===== src/rtl/core/ebpl_pkg.sv =====
`timescale 1ns / 1ps
// ----------------------------------------------------------------------------
// ebpl_pkg
// Shared types and codes of the escape byte patch list encoder.
// ----------------------------------------------------------------------------
package ebpl_pkg;

  localparam logic [7:0] PREAMBLE_CODE = 8'hFD;
  localparam logic [7:0] TERM_CODE     = 8'hFF;
  localparam logic [7:0] ESCAPE_CODE   = 8'hFE;
  localparam logic [7:0] PREAMBLE_LEN  = 8'd3;

  localparam int NUM_SLOTS = 8;
  localparam int SLOT_W    = 3;

  localparam logic [SLOT_W-1:0] SLOT_TERM_A = 3'd3;
  localparam logic [SLOT_W-1:0] SLOT_DATA   = 3'd4;
  localparam logic [SLOT_W-1:0] SLOT_ENTRY  = 3'd5;
  localparam logic [SLOT_W-1:0] SLOT_TERM_B = 3'd6;
  localparam logic [SLOT_W-1:0] SLOT_TERM_2 = 3'd7;

  typedef struct packed {
    logic       pre;
    logic       term_a;
    logic       esc;
    logic [7:0] entry;
    logic [7:0] data;
    logic       term_b;
    logic       last;
  } cmd_t;

endpackage


===== src/rtl/core/ebpl_if.sv =====
`timescale 1ns / 1ps
// ----------------------------------------------------------------------------
// ebpl_if
// Valid/ready channels for input bytes and result items.
// ----------------------------------------------------------------------------
interface ebpl_byte_if;
  logic       valid;
  logic       ready;
  logic [7:0] data_byte;
  logic       last_byte;

  modport source (output valid, output data_byte, output last_byte, input ready);
  modport sink (input valid, input data_byte, input last_byte, output ready);
endinterface

interface ebpl_result_if;
  logic       valid;
  logic       ready;
  logic       kind;
  logic [7:0] value;
  logic       run_end;
  logic       list_end;

  modport source (output valid, output kind, output value, output run_end,
                  output list_end, input ready);
  modport sink (input valid, input kind, input value, input run_end,
                input list_end, output ready);
endinterface


===== src/rtl/core/ebpl_front.sv =====
`timescale 1ns / 1ps
// ----------------------------------------------------------------------------
// ebpl_front
// Classifies each input byte against the frame state and issues one command.
// ----------------------------------------------------------------------------
module ebpl_front #(
  parameter int LIST_CAPACITY   = 200,
  parameter int MAX_FRAME_BYTES = 512
) (
  input  logic          clk,
  input  logic          rst,
  input  logic [7:0]    split_offset,
  input  logic          in_valid,
  input  logic [7:0]    data_byte,
  input  logic          last_byte,
  input  logic          cmd_ready,
  output ebpl_pkg::cmd_t cmd
);
  import ebpl_pkg::*;

  localparam int PW = $clog2(MAX_FRAME_BYTES + 1);
  localparam int XW = (PW > 8) ? PW : 8;
  localparam logic [XW-1:0] MAX_POS = XW'(MAX_FRAME_BYTES);
  localparam logic [7:0] ROOM_ONE = 8'(LIST_CAPACITY - 2);
  localparam logic [7:0] ROOM_TWO = 8'(LIST_CAPACITY - 1);

  logic [PW-1:0] byte_position;
  logic [7:0]    list_length;
  logic          part_one_closed;

  logic [XW-1:0] pos_x;
  logic [XW-1:0] split_x;
  logic [7:0]    len0;
  logic [7:0]    len1;
  logic          closes;
  logic          closed_now;
  logic          in_frame;
  logic          room;
  logic          esc;
  logic          accept;

  always_comb begin
    pos_x      = XW'(byte_position);
    split_x    = XW'(split_offset);
    len0       = (byte_position == '0) ? PREAMBLE_LEN : list_length;
    closes     = !part_one_closed && (pos_x >= split_x);
    closed_now = part_one_closed || closes;
    len1       = len0 + 8'(closes);
    in_frame   = pos_x < MAX_POS;
    room       = closed_now ? (len1 < ROOM_TWO) : (len1 < ROOM_ONE);
    esc        = in_frame && (data_byte == ESCAPE_CODE) && room;
    accept     = in_valid && cmd_ready;

    cmd.pre    = (byte_position == '0);
    cmd.term_a = closes;
    cmd.esc    = esc;
    cmd.entry  = closed_now ? 8'(pos_x - split_x + XW'(1)) : 8'(pos_x + XW'(1));
    cmd.data   = data_byte;
    cmd.term_b = last_byte && !closed_now;
    cmd.last   = last_byte;
  end

  always_ff @(posedge clk) begin
    if (rst) begin
      byte_position   <= '0;
      list_length     <= '0;
      part_one_closed <= 1'b0;
    end else if (accept) begin
      if (last_byte) begin
        byte_position   <= '0;
        list_length     <= '0;
        part_one_closed <= 1'b0;
      end else begin
        byte_position   <= byte_position + PW'(in_frame);
        list_length     <= len1 + 8'(esc);
        part_one_closed <= closed_now;
      end
    end
  end

endmodule


===== src/rtl/core/ebpl_queue.sv =====
`timescale 1ns / 1ps
// ----------------------------------------------------------------------------
// ebpl_queue
// Two-entry command queue between the front and back parts.
// ----------------------------------------------------------------------------
module ebpl_queue (
  input  logic           clk,
  input  logic           rst,
  input  logic           wr_valid,
  output logic           wr_ready,
  input  ebpl_pkg::cmd_t wr_cmd,
  output logic           rd_valid,
  input  logic           rd_pop,
  output ebpl_pkg::cmd_t rd_cmd
);
  import ebpl_pkg::*;

  cmd_t       slots [2];
  logic       wr_ptr;
  logic       rd_ptr;
  logic [1:0] count;
  logic       push;
  logic       pop;

  assign wr_ready = (count != 2'd2);
  assign rd_valid = (count != 2'd0);
  assign rd_cmd   = slots[rd_ptr];
  assign push     = wr_valid && wr_ready;
  assign pop      = rd_pop && rd_valid;

  always_ff @(posedge clk) begin
    if (push) begin
      slots[wr_ptr] <= wr_cmd;
    end
  end

  always_ff @(posedge clk) begin
    if (rst) begin
      wr_ptr <= 1'b0;
      rd_ptr <= 1'b0;
      count  <= 2'd0;
    end else begin
      if (push) begin
        wr_ptr <= !wr_ptr;
      end
      if (pop) begin
        rd_ptr <= !rd_ptr;
      end
      count <= count + 2'(push) - 2'(pop);
    end
  end

endmodule


===== src/rtl/core/ebpl_back.sv =====
`timescale 1ns / 1ps
// ----------------------------------------------------------------------------
// ebpl_back
// Expands each command into its result items, one per cycle while the output
// is not stalled, into an output register.
// ----------------------------------------------------------------------------
module ebpl_back (
  input  logic           clk,
  input  logic           rst,
  input  logic           q_valid,
  input  ebpl_pkg::cmd_t q_cmd,
  output logic           q_pop,
  ebpl_result_if.source  res
);
  import ebpl_pkg::*;

  cmd_t                 cur;
  logic [NUM_SLOTS-1:0] mask;
  logic [NUM_SLOTS-1:0] low;
  logic [NUM_SLOTS-1:0] mask_left;
  logic [NUM_SLOTS-1:0] mask_after;
  logic [NUM_SLOTS-1:0] mask_new;
  logic [SLOT_W-1:0]    idx;
  logic                 advance;
  logic                 emit;
  logic                 kind_next;
  logic [7:0]           value_next;
  logic                 list_end_next;

  always_comb begin
    advance    = !res.valid || res.ready;
    emit       = advance && (mask != '0);
    low        = mask & (~mask + NUM_SLOTS'(1));
    mask_left  = mask & ~low;
    mask_after = advance ? mask_left : mask;
    q_pop      = (mask_after == '0) && q_valid;
    mask_new   = {q_cmd.last, q_cmd.term_b, q_cmd.esc, 1'b1, q_cmd.term_a,
                  {3{q_cmd.pre}}};

    idx = '0;
    for (int k = NUM_SLOTS - 1; k >= 0; k--) begin
      if (low[k]) begin
        idx = SLOT_W'(k);
      end
    end

    list_end_next = 1'b0;
    case (idx)
      SLOT_TERM_A: begin
        kind_next  = 1'b1;
        value_next = TERM_CODE;
      end
      SLOT_DATA: begin
        kind_next  = 1'b0;
        value_next = cur.esc ? TERM_CODE : cur.data;
      end
      SLOT_ENTRY: begin
        kind_next  = 1'b1;
        value_next = cur.entry;
      end
      SLOT_TERM_B: begin
        kind_next  = 1'b1;
        value_next = TERM_CODE;
      end
      SLOT_TERM_2: begin
        kind_next     = 1'b1;
        value_next    = TERM_CODE;
        list_end_next = 1'b1;
      end
      default: begin
        kind_next  = 1'b1;
        value_next = PREAMBLE_CODE;
      end
    endcase
  end

  always_ff @(posedge clk) begin
    if (q_pop) begin
      cur <= q_cmd;
    end
    if (emit) begin
      res.kind     <= kind_next;
      res.value    <= value_next;
      res.run_end  <= (mask_left == '0);
      res.list_end <= list_end_next;
    end
  end

  always_ff @(posedge clk) begin
    if (rst) begin
      mask      <= '0;
      res.valid <= 1'b0;
    end else begin
      if (q_pop) begin
        mask <= mask_new;
      end else begin
        mask <= mask_after;
      end
      if (advance) begin
        res.valid <= emit;
      end
    end
  end

endmodule


===== src/rtl/core/escape_byte_patch_list_encoder.sv =====
`timescale 1ns / 1ps
// ----------------------------------------------------------------------------
// escape_byte_patch_list_encoder
// A byte's first result item passes through the command queue, the back part's
// command register and the output register. Throughput: one result item per
// cycle while the output is not stalled; a byte has one to seven result items.
// Reset clears the frame state, the queue and the output register; the
// split offset returns to 252.
// ----------------------------------------------------------------------------
module escape_byte_patch_list_encoder #(
  parameter int LIST_CAPACITY   = 200,
  parameter int MAX_FRAME_BYTES = 512
) (
  input  logic          clk,
  input  logic          rst,
  input  logic          cfg_we,
  input  logic [7:0]    cfg_data,
  ebpl_byte_if.sink     byte_in,
  ebpl_result_if.source result_out
);
  import ebpl_pkg::*;

  logic [7:0] split_offset;
  cmd_t       front_cmd;
  cmd_t       head_cmd;
  logic       q_ready;
  logic       q_valid;
  logic       q_pop;

  always_ff @(posedge clk) begin
    if (rst) begin
      split_offset <= 8'd252;
    end else if (cfg_we) begin
      split_offset <= cfg_data;
    end
  end

  assign byte_in.ready = q_ready;

  ebpl_front #(
    .LIST_CAPACITY  (LIST_CAPACITY),
    .MAX_FRAME_BYTES(MAX_FRAME_BYTES)
  ) u_front (
    .clk         (clk),
    .rst         (rst),
    .split_offset(split_offset),
    .in_valid    (byte_in.valid),
    .data_byte   (byte_in.data_byte),
    .last_byte   (byte_in.last_byte),
    .cmd_ready   (q_ready),
    .cmd         (front_cmd)
  );

  ebpl_queue u_queue (
    .clk     (clk),
    .rst     (rst),
    .wr_valid(byte_in.valid),
    .wr_ready(q_ready),
    .wr_cmd  (front_cmd),
    .rd_valid(q_valid),
    .rd_pop  (q_pop),
    .rd_cmd  (head_cmd)
  );

  ebpl_back u_back (
    .clk    (clk),
    .rst    (rst),
    .q_valid(q_valid),
    .q_cmd  (head_cmd),
    .q_pop  (q_pop),
    .res    (result_out)
  );

endmodule


===== src/flat_wrapper.sv =====
// flat-port wrapper written by rule: the top's interface ports become plain ports
module escape_byte_patch_list_encoder_flat import ebpl_pkg::*;
#(
  parameter int LIST_CAPACITY   = 200,
  parameter int MAX_FRAME_BYTES = 512
)
  (clk, rst, cfg_we, cfg_data, byte_in_valid, byte_in_data_byte, byte_in_last_byte, byte_in_ready, result_out_valid, result_out_kind, result_out_value, result_out_run_end, result_out_list_end, result_out_ready);
  ebpl_byte_if byte_in_i ();
  ebpl_result_if result_out_i ();
  input  logic clk;
  input  logic rst;
  input  logic cfg_we;
  input  logic [7:0] cfg_data;
  input wire logic [$bits(byte_in_i.valid)-1:0] byte_in_valid;
  input wire logic [$bits(byte_in_i.data_byte)-1:0] byte_in_data_byte;
  input wire logic [$bits(byte_in_i.last_byte)-1:0] byte_in_last_byte;
  output wire logic [$bits(byte_in_i.ready)-1:0] byte_in_ready;
  output wire logic [$bits(result_out_i.valid)-1:0] result_out_valid;
  output wire logic [$bits(result_out_i.kind)-1:0] result_out_kind;
  output wire logic [$bits(result_out_i.value)-1:0] result_out_value;
  output wire logic [$bits(result_out_i.run_end)-1:0] result_out_run_end;
  output wire logic [$bits(result_out_i.list_end)-1:0] result_out_list_end;
  input wire logic [$bits(result_out_i.ready)-1:0] result_out_ready;
  assign byte_in_i.valid = byte_in_valid;
  assign byte_in_i.data_byte = byte_in_data_byte;
  assign byte_in_i.last_byte = byte_in_last_byte;
  assign byte_in_ready = byte_in_i.ready;
  assign result_out_valid = result_out_i.valid;
  assign result_out_kind = result_out_i.kind;
  assign result_out_value = result_out_i.value;
  assign result_out_run_end = result_out_i.run_end;
  assign result_out_list_end = result_out_i.list_end;
  assign result_out_i.ready = result_out_ready;
  escape_byte_patch_list_encoder #(.LIST_CAPACITY(LIST_CAPACITY), .MAX_FRAME_BYTES(MAX_FRAME_BYTES)) u_core (.clk(clk), .rst(rst), .cfg_we(cfg_we), .cfg_data(cfg_data), .byte_in(byte_in_i), .result_out(result_out_i));
endmodule

===== config.mk =====
export PLATFORM = sky130hd
export DESIGN_NAME = escape_byte_patch_list_encoder_flat
export DESIGN_NICKNAME = d
export VERILOG_FILES = /design/src/rtl/core/ebpl_pkg.sv /design/src/rtl/core/ebpl_if.sv /design/src/rtl/core/ebpl_front.sv /design/src/rtl/core/ebpl_queue.sv /design/src/rtl/core/ebpl_back.sv /design/src/rtl/core/escape_byte_patch_list_encoder.sv /design/src/flat_wrapper.sv
export SDC_FILE = /design/constraint.sdc
export NUM_CORES = 1
export LEC_CHECK = 0
export BUFFER_PORTS_ARGS = -buffer_cell sky130_fd_sc_hd__buf_2
export CORE_MARGIN = 10
export CORE_UTILIZATION = 45
export DETAILED_ROUTE_END_ITERATION = 10
export GPL_ROUTABILITY_DRIVEN = 1
export PLACE_DENSITY = 0.68
export SYNTH_ARGS = -nofsm -noshare
export SYNTH_HDL_FRONTEND = slang
export SYNTH_SLANG_ARGS = --single-unit
export TNS_END_PERCENT = 20

===== constraint.sdc =====
create_clock -name clk -period 5.95 [get_ports clk]
set_input_delay 1.19 -clock clk [delete_from_list [all_inputs] [get_ports clk]]
set_output_delay 1.19 -clock clk [all_outputs]
set_load 0.01 [all_outputs]

==> summary.md <==
| Metric | Value |
|---|---|
| Status | `finished clean` |
| Worst path arrival time | `5.23 ns` |
| Layout Utilization | `51.2%` |
| TNS Setup | `0 ns` |
| CTS tree | `done` |
| First-pass DRT Iterations | `4` |
| Reg area | `0.00292 mm2` |
| RSZ-0062 raised after global routing | `no` |
| Final setup fails | `0` |
| Crit start category | `register` |
| Internal | `0.00158 W` |
| Switching pwr | `0.000727 W` |
| Nets | `545` |
| Initial Util | `46.6%` |
| CTS resizes | `0` |
| PwrDens | `388 mW/mm2` |
| Final HPWL DP | `7450 um` |
| Most common cell after layout, fill and taps aside | `edfxtp_1` |
| Final Wtd Congestion | `0.830` |
| Syn_nets | `522` |
| Ys Warns | `0` |
| Comb pwr share | `25.0%` |
| Max-cap check violation count | `0` |
| Avg WL per Cell | `16.0 um` |
| Crit Path Class | `register to register` |
| Gr ovfl total | `0` |
| Hold_buf cts | `0` |
| Least-Margin Pin Slew | `1.11 ns` |
| Antenna Nets Post-Route | `0` |
| Synth-to-Final Area Change | `9.93%` |
| Synth Register Bits | `111` |
| Core box area | `0.0116 mm2` |
| First-pass GRT wire length | `17400 um` |
| Fraction of power spent switching nets | `31.6%` |
| Total track usage | `12.7%` |
| Clock Power Share | `24.1%` |
| TritonCTS Sinks | `111` |
| DIE HEIGHT | `130 um` |
| Post-CTS Setup Inserts | `0` |
| Max transition margin | `25.4%` |
| Leak | `2.23 nW` |
| Syn Inst Count | `470` |
| Commonest register cell after synthesis | `edfxtp_1` |
| H-tree depth | `3` |
| Fillers | `1029` |
| Vias in the first global route | `3539` |
| Clock tree root buffer cell | `clkbuf_16` |
| F_max | `200 MHz` |
| Proportion of synthesized chip area in sequential cells | `54.0%` |
| IO Port Bufs | `34` |
| Post-synth EDFFs | `70` |
| CP Data Required Time | `6.17 ns` |
| Fin Clk Skew | `0.00979 ns` |
| Multi-input gate area | `0.00231 mm2` |
| Vias | `3482` |
| Adder-cell share of the synthesized area | `8.05%` |
| Multiplexer area fraction after synthesis | `5.53%` |
| Diode count | `0` |
| Syn avg cell area | `11.5 um2` |
| Library cells used by synthesis | `60` |
| Io pins | `35` |
| Most frequent cells in the layout | `70 x edfxtp_1, 41 x dfxtp_1, 38 x nand2_1` |
| Fin crit share | `84.1%` |
| Largest net degree at the start of global routing | `26` |
| Sequential Power Share | `50.9%` |
| Vias per cell | `5.43` |
| Post-Synth Simple-Gate Area | `13.7%` |
| Max FO, Critical Path | `11` |
| Num CTS Buffers | `9` |
| Final Hold Viols | `0` |
| Hold Crit Class | `register to register` |
| Crit end category | `register` |
| Drt initial violations | `224` |
| Routed WL | `10300 um` |
| Compound-Gate Fraction of Synth Area | `9.90%` |
| Fraction of layout cells with a size suffix above 1 | `17.3%` |
| Die area | `0.0168 mm2` |
| Row count | `39` |
| Slew Limit Fails | `0` |
| Initial antenna violation count | `0` |
| Largest family of logic cells by synthesized area | `simple AND/OR/NAND/NOR gates` |
| Die Wd | `130 um` |
| CTS Buffer Depth | `2` |
| Drt drc | `0` |
| Netlist Area Pre-Place | `0.00541 mm2` |
| Worst skew pair latency | `0.35 ns` |
| XOR/XNOR Fraction of Synth Area | `5.48%` |
| Final min period | `5.01 ns` |
| Async SR Flop Fraction | `0%` |
| Clk pin slew, worst setup/hold paths | `0.07 ns` |
| Max VDD drop | `0.000171 V` |
==> state kept, by name (all words and copies together), names as in the netlist, 2 cells and up, named ones only <==
| signal | count |
|---|---|
| u_core.u_queue.slots | 42 |
| u_core.u_back.cur | 17 |
| u_core.u_front.byte_position | 10 |
| u_core.split_offset | 8 |
| u_core.u_back.mask | 8 |
| u_core.u_back.res.value | 8 |
| u_core.u_front.list_length | 8 |
| u_core.u_queue.count | 2 |
==> per-stage QoR <==
stage	hold WS [ns]	cells	cell area [um2]	power (W)	setup slack, ns
floorplan	0.427	470	5410	0.00160	1.81
global placement	0.452	625	5670	0.00175	1.36
detailed placement	0.464	625	5670	0.00177	1.03
CTS	0.473	641	5940	0.00233	0.996
global route	0.499	641	5940	0.00244	0.432
finish	0.471	641	5940	0.00230	0.943
==> logic make-up (layout without fill, tap and decap cells) <==
kind of cell    after synthesis  after routing
simple gates                145            145
flops                       111            111
compound gates               76             76
buf+inv                      45             73
fa+ha+maj                    33             33
xor+xnor                     33             33
mux                          27             27
==> layer usage <==
layer  GRT usage, %  part of all wire (%)  vias up
met5              0                     0        -
met4           4.56                   1.3        0
met3           3.10                   3.8       10
met2           20.8                    47       58
met1           16.1                    48     1679
li1               -                     -     1735
==> cells in the mapped netlist (5+ instances only) <==
cell      instances  share of area, %
edfxtp_1         70                39
dfxtp_1          41                15
nand2_1          38               2.6
nor2_1           36               2.5
ha_1             26               6.0
mux2_2           23               4.8
a21oi_1          22               2.0
inv_1            19               1.3
clkbuf_1         18               1.2
xnor2_1          18               2.9
xor2_1           14               2.3
nand3_1          13               1.2
nand2b_1          9               1.0
nor3_1            9              0.83
o21ai_0           8              0.74
o22ai_1           7              0.81
a22o_1            6              0.97
and3_1            6              0.69
o211ai_1          6              0.83
nand4_1           5              0.58
nor2b_1           5              0.58
==> power by group through the flow <==
stage	Sequential, W	Clock, W	Combinational (W)
2_1_floorplan	0.00113	0	0.000470
3_3_place_gp	0.00118	0	0.000566
3_5_place_dp	0.00119	0	0.000581
4_1_cts	0.00117	0.000569	0.000583
5_1_grt	0.00120	0.000593	0.000647
6_report	0.00117	0.000554	0.000576
==> critical path: stages, from the launching register on <==
cell       delay (ns)
dfxtp_1          0.56
ha_1             0.25
inv_1            0.07
fa_1             0.43
a21boi_0         0.15
nor3_1           0.21
nor4_1           0.09
nor2_1           0.19
ha_1             0.26
ha_1             0.39
nand2_1          0.12
o21ai_0          0.22
nand2_1          0.16
o2111ai_2        0.10
o21ai_2          0.10
a2111oi_2        0.48
ha_1             0.26
ha_1             0.26
a21o_1           0.14
a22o_1           0.11
a22oi_1          0.07
a21oi_1          0.16
mux2i_1          0.08
==> layout make-up <==
cell class | count | area share (%)
Sequential cell | 111 | 49.2
Clock inverter | 7 | 0.800
Multi-Input combinational cell | 314 | 38.8
Clock buffer | 9 | 3.79
Timing Repair Buffer | 36 | 3.12
Tap cell | 143 | 3.01
Inverter | 21 | 1.33
==> worst paths after layout <==
| check | startpoint | endpoint | slack, ns | cells after the start |
|---|---|---|---|---|
| setup / recovery | u_core.u_front.byte_position[2] | u_core.u_front.list_length[4] | 0.94 | 22 |
| hold reg to reg | u_core.u_front.list_length[0] | u_core.u_front.list_length[0] | 0.47 | 2 |
| setup reg to reg | u_core.u_front.byte_position[2] | u_core.u_front.list_length[4] | 0.94 | 22 |
| hold / removal | u_core.u_front.list_length[0] | u_core.u_front.list_length[0] | 0.47 | 2 |
(Power assumes the default switching activity.)
